===== config.mk =====
export PLATFORM = sky130hd
export DESIGN_NAME = icmp_message_parse_checksum
export DESIGN_NICKNAME = d
export VERILOG_FILES = /design/src/hdl/icmpp_pkg.sv /design/src/hdl/icmp_message_parse_checksum.sv /design/src/hdl/icmpp_csum.sv
export VERILOG_INCLUDE_DIRS = /design/src /design/src/hdl
export SDC_FILE = /design/constraint.sdc
export NUM_CORES = 1
export LEC_CHECK = 0
export BUFFER_PORTS_ARGS = -buffer_cell sky130_fd_sc_hd__buf_4
export CAP_MARGIN = 10
export CORE_MARGIN = 2
export CORE_UTILIZATION = 54
export DETAILED_ROUTE_END_ITERATION = 10
export PLACE_DENSITY = 0.72
export SLEW_MARGIN = 20
export SYNTH_ARGS = -nofsm -noshare
export SYNTH_HDL_FRONTEND = slang
export SYNTH_HIERARCHICAL = 1
export SYNTH_SLANG_ARGS = --single-unit
export TNS_END_PERCENT = 10

===== constraint.sdc =====
create_clock -name clock -period 6.5 [get_ports clock]
set_input_delay 1.95 -clock clock [delete_from_list [all_inputs] [get_ports clock]]
set_output_delay 1.95 -clock clock [all_outputs]
set_load 0.01 [all_outputs]

===== src/hdl/assert_macros.svh =====
// Assertion helpers used by the parser RTL.
`ifndef ASSERT_MACROS_SVH
`define ASSERT_MACROS_SVH

// Clocked assertion, quiet while reset is high.
`define ICMPP_ASSERT(lbl, clk, rst, prop, msg) \
   lbl: assert property (@(posedge clk) disable iff (rst) prop) else $error(msg);

// Clocked assertion that also holds during reset.
`define ICMPP_ASSERT_ALWAYS(lbl, clk, prop, msg) \
   lbl: assert property (@(posedge clk) prop) else $error(msg);

`endif


===== src/hdl/icmpp_pkg.sv =====
// ----------------------------------------------------------------------------
// ICMP parse package
// Shared constants, result status codes, control struct and the
// ones-complement add used by the checksum datapath.
// ----------------------------------------------------------------------------
`default_nettype none

package icmpp_pkg;

   localparam int MAX_MESSAGE_BYTES_DEFAULT = 4096;
   localparam int HEADER_BYTES              = 8;
   localparam int WORD_BITS                 = 16;
   localparam int PAYLOAD_CAP               = 4095;
   localparam int PAYLOAD_BITS              = 12;

   typedef enum logic [1:0] {
      ST_OK      = 2'd0,
      ST_SHORT   = 2'd1,
      ST_BAD_SUM = 2'd2,
      ST_LONG    = 2'd3
   } status_type;

   // Per-beat control from the parser to the checksum unit.
   typedef struct packed {
      logic advance;    // a beat moves through the parse stage
      logic add_pair;   // odd position except 3: add {high byte, this byte}
      logic load_high;  // even position except 2: hold this byte as high half
      logic pad_last;   // final even byte: add {this byte, zero}
      logic restart;    // last beat: clear for the next message
   } csum_ctl_type;

   function automatic logic [WORD_BITS-1:0] oc_add(input logic [WORD_BITS-1:0] a,
                                                   input logic [WORD_BITS-1:0] b);
      logic [WORD_BITS:0] s;
      s = {1'b0, a} + {1'b0, b};
      return s[WORD_BITS-1:0] + {{(WORD_BITS-1){1'b0}}, s[WORD_BITS]};
   endfunction

endpackage

`default_nettype wire


===== src/hdl/icmp_message_parse_checksum.sv =====
// ----------------------------------------------------------------------------
// ICMP message parser with checksum check
// Byte-stream ICMP header capture, payload count and Internet checksum.
// ----------------------------------------------------------------------------
// Usage:
//   req_*  : one message byte per beat in wire order; req_last_byte marks the
//            final byte. A beat moves when req_valid is high and req_stall low.
//   rsp_*  : one result beat per message, on its last byte: type, code,
//            rest of header, payload length and status (ok, too short,
//            checksum mismatch, too long). Taken when rsp_valid && !rsp_stall.
//   Throughput: one byte per cycle unless stalled, including back-to-back
//            one-byte messages, set by the single count/header/sum parse stage.
//   Path:    a result's last byte is taken into the input register, then parsed
//            into the result register, whose outputs drive rsp_*.
//   Stall:  while rsp_stall holds a waiting result, non-last bytes keep
//            flowing; only a second last byte waits in the input register,
//            and req_stall rises until the result slot frees.
//   Reset:  synchronous, clears count, sum, header capture and both valid
//            flags; the first byte after reset starts a new message.
//   Bytes beyond MAX_MESSAGE_BYTES are dropped and the message reports
//   too long, with the payload length held at the bound minus eight.
// ----------------------------------------------------------------------------
`default_nettype none

`include "assert_macros.svh"

module icmp_message_parse_checksum #(
   parameter int MAX_MESSAGE_BYTES = icmpp_pkg::MAX_MESSAGE_BYTES_DEFAULT
) (
   input  wire logic                                 clock,
   input  wire logic                                 reset,
   input  wire logic                                 req_valid,
   output logic                                      req_stall,
   input  wire logic [7:0]                           req_data_byte,
   input  wire logic                                 req_last_byte,
   output logic                                      rsp_valid,
   input  wire logic                                 rsp_stall,
   output logic [7:0]                                rsp_msg_type,
   output logic [7:0]                                rsp_msg_code,
   output logic [31:0]                               rsp_rest_of_header,
   output logic [icmpp_pkg::PAYLOAD_BITS-1:0]        rsp_payload_length,
   output logic [1:0]                                rsp_status
);

   // Count holds 0..MAX_MESSAGE_BYTES; overflow is a separate flag.
   localparam int CW = $clog2(MAX_MESSAGE_BYTES + 1);
   localparam int LW = (CW > icmpp_pkg::PAYLOAD_BITS) ? CW : icmpp_pkg::PAYLOAD_BITS;
   localparam logic [CW-1:0] BOUND  = CW'(MAX_MESSAGE_BYTES);
   localparam logic [CW-1:0] HDR    = CW'(icmpp_pkg::HEADER_BYTES);
   localparam logic [CW-1:0] POS_2  = CW'(2);
   localparam logic [CW-1:0] POS_3  = CW'(3);
   localparam logic [CW-1:0] POS_4  = CW'(4);
   localparam logic [CW-1:0] POS_0  = CW'(0);
   localparam logic [CW-1:0] POS_1  = CW'(1);
   localparam logic [LW-1:0] HDR_L  = LW'(icmpp_pkg::HEADER_BYTES);
   localparam logic [LW-1:0] CAP_L  = LW'(icmpp_pkg::PAYLOAD_CAP);

   // Input register.
   logic       in_valid_ff;
   logic [7:0] in_byte_ff;
   logic       in_last_ff;

   // Parse state.
   logic [CW-1:0]  count_ff, count_in;
   logic           over_ff, over_in;
   logic [7:0]     type_ff, type_in, type_nx;
   logic [7:0]     code_ff, code_in, code_nx;
   logic [15:0]    recv_ff, recv_in, recv_nx;
   logic [31:0]    rest_ff, rest_in, rest_nx;

   // Result register.
   logic                                   out_valid_ff;
   logic [7:0]                             out_type_ff;
   logic [7:0]                             out_code_ff;
   logic [31:0]                            out_rest_ff;
   logic [icmpp_pkg::PAYLOAD_BITS-1:0]     out_plen_ff, out_plen_in;
   icmpp_pkg::status_type                  out_status_ff, out_status_in;

   logic                      advance;
   logic                      load_out;
   logic                      too_long;
   logic                      take;
   logic [CW-1:0]             count_after;
   logic [LW-1:0]             count_ext;
   logic [LW-1:0]             plen_wide;
   logic [15:0]               check_calc;
   icmpp_pkg::csum_ctl_type   csum_ctl;

   // Hold a last byte only when the result slot is full and stalled.
   assign advance   = in_valid_ff && !(in_last_ff && out_valid_ff && rsp_stall);
   assign load_out  = advance && in_last_ff;
   assign req_stall = in_valid_ff && !advance;

   always_ff @(posedge clock) begin
      if (reset) begin
         in_valid_ff <= 1'b0;
      end else if (!req_stall) begin
         in_valid_ff <= req_valid;
      end
   end

   always_ff @(posedge clock) begin
      if (!req_stall) begin
         in_byte_ff <= req_data_byte;
         in_last_ff <= req_last_byte;
      end
   end

   // Position decode and header capture; the byte at the bound is dropped.
   always_comb begin
      too_long = over_ff || (count_ff == BOUND);
      take     = !too_long;

      type_nx = (take && count_ff == POS_0) ? in_byte_ff : type_ff;
      code_nx = (take && count_ff == POS_1) ? in_byte_ff : code_ff;
      recv_nx = recv_ff;
      if (take && count_ff == POS_2) begin
         recv_nx = {in_byte_ff, recv_ff[7:0]};
      end else if (take && count_ff == POS_3) begin
         recv_nx = {recv_ff[15:8], in_byte_ff};
      end
      rest_nx = (take && count_ff >= POS_4 && count_ff < HDR) ?
                {rest_ff[23:0], in_byte_ff} : rest_ff;

      csum_ctl.advance   = advance;
      csum_ctl.add_pair  = take && count_ff[0] && (count_ff != POS_3);
      csum_ctl.load_high = take && !count_ff[0] && (count_ff != POS_2);
      csum_ctl.pad_last  = in_last_ff && csum_ctl.load_high;
      csum_ctl.restart   = in_last_ff;

      count_in = count_ff;
      over_in  = over_ff;
      type_in  = type_ff;
      code_in  = code_ff;
      recv_in  = recv_ff;
      rest_in  = rest_ff;
      if (advance) begin
         if (in_last_ff) begin
            count_in = '0;
            over_in  = 1'b0;
            type_in  = '0;
            code_in  = '0;
            recv_in  = '0;
            rest_in  = '0;
         end else begin
            count_in = take ? count_ff + CW'(1) : count_ff;
            over_in  = too_long;
            type_in  = type_nx;
            code_in  = code_nx;
            recv_in  = recv_nx;
            rest_in  = rest_nx;
         end
      end
   end

   icmpp_csum u_csum (
      .clock      (clock),
      .reset      (reset),
      .ctl        (csum_ctl),
      .data_byte  (in_byte_ff),
      .check_calc (check_calc)
   );

   // Result: length past the header, capped, and the status by priority.
   always_comb begin
      count_after = too_long ? BOUND : count_ff + CW'(1);
      count_ext   = LW'(count_after);
      plen_wide   = (count_ext > HDR_L) ? count_ext - HDR_L : '0;
      out_plen_in = (plen_wide > CAP_L) ? icmpp_pkg::PAYLOAD_BITS'(CAP_L) :
                                          plen_wide[icmpp_pkg::PAYLOAD_BITS-1:0];
      if (too_long) begin
         out_status_in = icmpp_pkg::ST_LONG;
      end else if (count_after < HDR) begin
         out_status_in = icmpp_pkg::ST_SHORT;
      end else if (check_calc != recv_ff) begin
         out_status_in = icmpp_pkg::ST_BAD_SUM;
      end else begin
         out_status_in = icmpp_pkg::ST_OK;
      end
   end

   always_ff @(posedge clock) begin
      if (reset) begin
         count_ff     <= '0;
         over_ff      <= 1'b0;
         type_ff      <= '0;
         code_ff      <= '0;
         recv_ff      <= '0;
         rest_ff      <= '0;
         out_valid_ff <= 1'b0;
      end else begin
         count_ff <= count_in;
         over_ff  <= over_in;
         type_ff  <= type_in;
         code_ff  <= code_in;
         recv_ff  <= recv_in;
         rest_ff  <= rest_in;
         if (load_out) begin
            out_valid_ff <= 1'b1;
         end else if (!rsp_stall) begin
            out_valid_ff <= 1'b0;
         end
      end
   end

   always_ff @(posedge clock) begin
      if (load_out) begin
         out_type_ff   <= type_nx;
         out_code_ff   <= code_nx;
         out_rest_ff   <= rest_nx;
         out_plen_ff   <= out_plen_in;
         out_status_ff <= out_status_in;
      end
   end

   assign rsp_valid          = out_valid_ff;
   assign rsp_msg_type       = out_type_ff;
   assign rsp_msg_code       = out_code_ff;
   assign rsp_rest_of_header = out_rest_ff;
   assign rsp_payload_length = out_plen_ff;
   assign rsp_status         = out_status_ff;

   `ICMPP_ASSERT(a_over_saturated, clock, reset, over_ff |-> (count_ff == BOUND), "overflow without saturated count")
   `ICMPP_ASSERT(a_last_restarts, clock, reset, (advance && in_last_ff) |=> (count_ff == POS_0 && !over_ff), "last byte did not restart the message")
   `ICMPP_ASSERT(a_short_no_payload, clock, reset, (out_valid_ff && out_status_ff == icmpp_pkg::ST_SHORT) |-> (out_plen_ff == '0), "short message with payload length")
   `ICMPP_ASSERT(a_reset_clears, clock, reset, $past(reset) |-> (!out_valid_ff && !in_valid_ff && count_ff == POS_0), "reset left state behind")

endmodule

`default_nettype wire


===== src/hdl/icmpp_csum.sv =====
// ----------------------------------------------------------------------------
// ICMP checksum accumulator
// Keeps a folded 16-bit ones-complement sum of big-endian words and gives
// the complement of the sum that includes the current beat.
// ----------------------------------------------------------------------------
`default_nettype none

module icmpp_csum (
   input  wire logic                              clock,
   input  wire logic                              reset,
   input  wire icmpp_pkg::csum_ctl_type           ctl,
   input  wire logic [7:0]                        data_byte,
   output logic [icmpp_pkg::WORD_BITS-1:0]        check_calc
);

   logic [icmpp_pkg::WORD_BITS-1:0] sum_ff;
   logic [icmpp_pkg::WORD_BITS-1:0] sum_in;
   logic [7:0]                      high_ff;
   logic [7:0]                      high_in;
   logic [icmpp_pkg::WORD_BITS-1:0] word;
   logic [icmpp_pkg::WORD_BITS-1:0] sum_step;

   // End-around carry on every add keeps the sum folded at all times.
   always_comb begin
      word     = ctl.pad_last ? {data_byte, 8'h00} : {high_ff, data_byte};
      sum_step = (ctl.add_pair || ctl.pad_last) ? icmpp_pkg::oc_add(sum_ff, word) : sum_ff;
      sum_in   = sum_ff;
      high_in  = high_ff;
      if (ctl.advance) begin
         if (ctl.restart) begin
            sum_in  = '0;
            high_in = '0;
         end else begin
            sum_in = sum_step;
            if (ctl.load_high) begin
               high_in = data_byte;
            end
         end
      end
   end

   assign check_calc = ~sum_step;

   always_ff @(posedge clock) begin
      if (reset) begin
         sum_ff  <= '0;
         high_ff <= '0;
      end else begin
         sum_ff  <= sum_in;
         high_ff <= high_in;
      end
   end

endmodule

`default_nettype wire

==> summary.md <==
| Metric | Value |
|---|---|
| Outcome | `complete, no violations` |
| Total grt overflow | `0` |
| Sum Neg Setup Slack | `0 ns` |
| # diodes | `0` |
| Syn Area/Cell | `10.81 um2` |
| Crit path launch type | `flop` |
| Post-DR vias/cell | `6.171` |
| Max capacitance violation total | `0` |
| Initial Util | `55.20%` |
| Clk Latency, worst-skew pair | `0.43 ns` |
| Crit-path most repeated cell | `ha_1` |
| Synth top area share | `23.37%` |
| Share of layout cells above drive strength 1 | `22.88%` |
| First-pass GRT wire length | `35490 um` |
| GPL Wtd Cong | `0.8938` |
| Row cnt | `47` |
| Largest area contributor in the netlist | `edfxtp_1` |
| Vias in the first global route | `6899` |
| Per-cell routed wire length | `19.36 um` |
| FF-to-FF End | `rsp_status[1]` |
| Buffers on Ports | `76` |
| DRC viols | `0` |
| R2R setup slack | `0.42 ns` |
| WHS Path Cells | `1` |
| Syn. warnings | `6` |
| Critical Path Slowest Stage Cell | `ha_1` |
| Hold wc startpoint | `code_ff[0]` |
| Final min period | `6.080 ns` |
| CTS max path bufs | `2` |
| Initial antenna violation count | `0` |
| Number of flops mapped to enable cells by yosys | `71` |
| Synthesis-to-layout area growth | `14.22%` |
| Peak VDD IR | `175.9 uV` |
| Async SR Flop Fraction | `0%` |
| Worst EP arrival | `6.25 ns` |
| Pwr/cell area | `234.5 nW/um2` |
| Post-detail-place hpwl | `15500 um` |
| Total power | `2.443 mW` |
| CTS tree | `done` |
| CP Max Fanout | `13` |
| Syn Std Cell Area | `9121 um2` |
| Routed Antenna Nets | `0` |
| Endpoint, Worst Hold | `code_ff[0]` |
| CTS root buf | `clkbuf_16` |
| Final Slew Violations | `0` |
| Final worst path period share | `93.54%` |
| Final Setup Violations | `0` |
| Critical path class | `reg -> reg` |
| Reg2Reg Depth | `29` |
| #FFs+latches synth | `175` |
| Core area | `16520 um2` |
| Largest cells by area after synthesis | `edfxtp_1, dfxtp_1, a22o_1, xnor2_1, mux2_1` |
| Core occupancy in the finished layout | `63.05%` |
| Drt first-iter violations | `546` |
| Worst endpoint required time | `6.67 ns` |
| H-tree Lvls | `4` |
| Yosys cell types | `90` |
| Path category of the worst min-delay check | `reg -> reg` |
| Clock sink total | `175` |
| Fin nets | `942` |
| Final WS setup | `0.4197 ns` |
| Worst slew margin | `37.96%` |
| R2R Path Start | `count_ff[0]` |
| Die Wd | `134.0 um` |
| Num CTS Buffers | `17` |
| Dpl ws | `0.1122 ns` |
| Max Clk Rate | `0.1645 GHz` |
| Fin. Hold Viols | `0` |
| Ports | `77` |
| Die footprint | `17950 um2` |
| Post-synthesis sequential area ratio | `46.20%` |
| Critical path capture point type | `flop` |
| CTS Hold Bufs | `0` |
| Drt total wl | `22030 um` |
| Worst Tran Pin Value | `0.9287 ns` |
| Die H | `134.0 um` |
| Detailed Routing Iterations Pass 1 | `7` |
| Lkg Pwr | `4.075 nW` |
| Top FF cell, synth | `dfxtp_1` |
| Max incr delay on CP | `0.36 ns` |
| Post-Syn Nets | `881` |
| Largest net degree at the start of global routing | `51` |
| Worst-path clk slew | `0.07 ns` |
| Routed vias | `7023` |
| Synth Instances | `844` |
| Clock skew | `0.01214 ns` |
| GRT Util Overall | `25.06%` |
## registers in the layout, summed over array words and instances, names as in the netlist
name                count
rest_ff                32
rsp_rest_of_header     32
recv_ff                16
u_csum/sum_ff          16
count_ff               13
rsp_payload_length     12
code_ff                 8
in_byte_ff              8
rsp_msg_code            8
rsp_msg_type            8
type_ff                 8
u_csum/high_ff          8
rsp_status              2
in_last_ff              1
in_valid_ff             1
over_ff                 1
rsp_valid               1
## worst max-delay path by stage
stage                            start            end  slack, ns  cells past startpoint
after floorplan            count_ff[0]  rsp_status[1]       0.33                     34
after global placement     count_ff[8]  rsp_status[1]       0.41                     28
after detailed placement   count_ff[0]  rsp_status[1]       0.11                     29
after CTS                  count_ff[0]  rsp_status[1]       0.07                     29
after global routing      count_ff[10]  rsp_status[1]      -0.05                     29
final                      count_ff[0]  rsp_status[1]       0.42                     29
## synth_stat cells (7+ instances only)
cell,instances
xnor2_1,47
nand3_1,13
mux2_1,30
edfxtp_1,71
ha_1,23
nand2b_1,8
dfxtp_1,104
nor2_1,64
o21ai_1,8
buf_2,7
inv_1,22
nor2b_1,11
buf_4,9
mux2_2,26
and2_1,10
clkbuf_1,20
buf_6,11
nand4_1,15
nor3_1,14
a22o_1,52
or2_2,8
a21oi_1,22
a31oi_1,8
o21ai_0,33
mux2i_1,10
nand2_1,38
a22oi_1,33
## metrics by stage
| step | instance area (um2) | hold slack, ns | instances |
|---|---|---|---|
| 3_3_place_gp | 9752 | 0.4518 | 1105 |
| 5_1_grt | 10420 | 0.5004 | 1138 |
| 2_1_floorplan | 9121 | 0.4366 | 844 |
| 6_report | 10420 | 0.4788 | 1138 |
| 3_5_place_dp | 9752 | 0.4562 | 1105 |
| 4_1_cts | 10350 | 0.4807 | 1137 |
## routing by layer
metal	vias up	share of wire, %	GRT usage (%)
met5	-	0	0
met4	0	3.8	11.58
met2	240	48	40.00
li1	3300	-	-
met3	61	4.5	4.875
met1	3422	44	33.06
## critical path: cells and delay by family (launching register included)
| family | cells | cell delay (ns) |
|---|---|---|
| muxes | 1 | 0.35 |
| DFF | 1 | 0.33 |
| buffers and inverters | 2 | 0.28 |
| AOI/OAI and AO/OA | 8 | 1.33 |
| xor gates and xnor gates | 1 | 0.13 |
| adders and majority gates | 3 | 0.76 |
| and+or+nand+nor | 14 | 2.61 |
## cells in the final DEF, fill, tap and decap left out, drive strengths merged, types with 25 or more instances in the layout
master / netlist / layout
nand2: 40 / 40
nor2: 66 / 66
o21ai: 43 / 43
xnor2: 47 / 47
a22o: 52 / 52
buf: 29 / 93
a22oi: 33 / 33
edfxtp: 71 / 71
inv: 23 / 32
mux2: 56 / 56
a21oi: 25 / 25
dfxtp: 104 / 104
## where the power goes
part | internal [mW] | switching [mW]
Combinational | 0.0968 | 0.143
Sequential | 1.16 | 0.0185
Clock | 0.551 | 0.472
Total | 1.81 | 0.634
## kinds of logic (layout without fill, tap and decap cells)
logic type      Yosys count  after routing  share of synthesized area, %
mux                      66             66                         8.011
xor+xnor                 53             53                         5.089
fa+ha+maj                24             24                         3.375
flops                   175            175                         46.20
buf+inv                  74            148                         4.636
simple gates            227            227                         14.02
compound gates          225            225                         18.67
## what timing repair did
item | 4_1_cts | 5_1_grt
resized for setup | 0 | 14
setup buffers | 0 | 1
setup endpoints to repair | 0 | 1
## final cells by class
type	instances	area [um2]
clock buffers	17	425.4
clock inverters	15	171.4
fillers	1318	6106
inverters	23	86.33
multi-input cells	595	4544
flip-flops and latches	175	4214
well taps	220	275.3
repair buffers	93	701.9
Power figures use the tool's default switching activity.
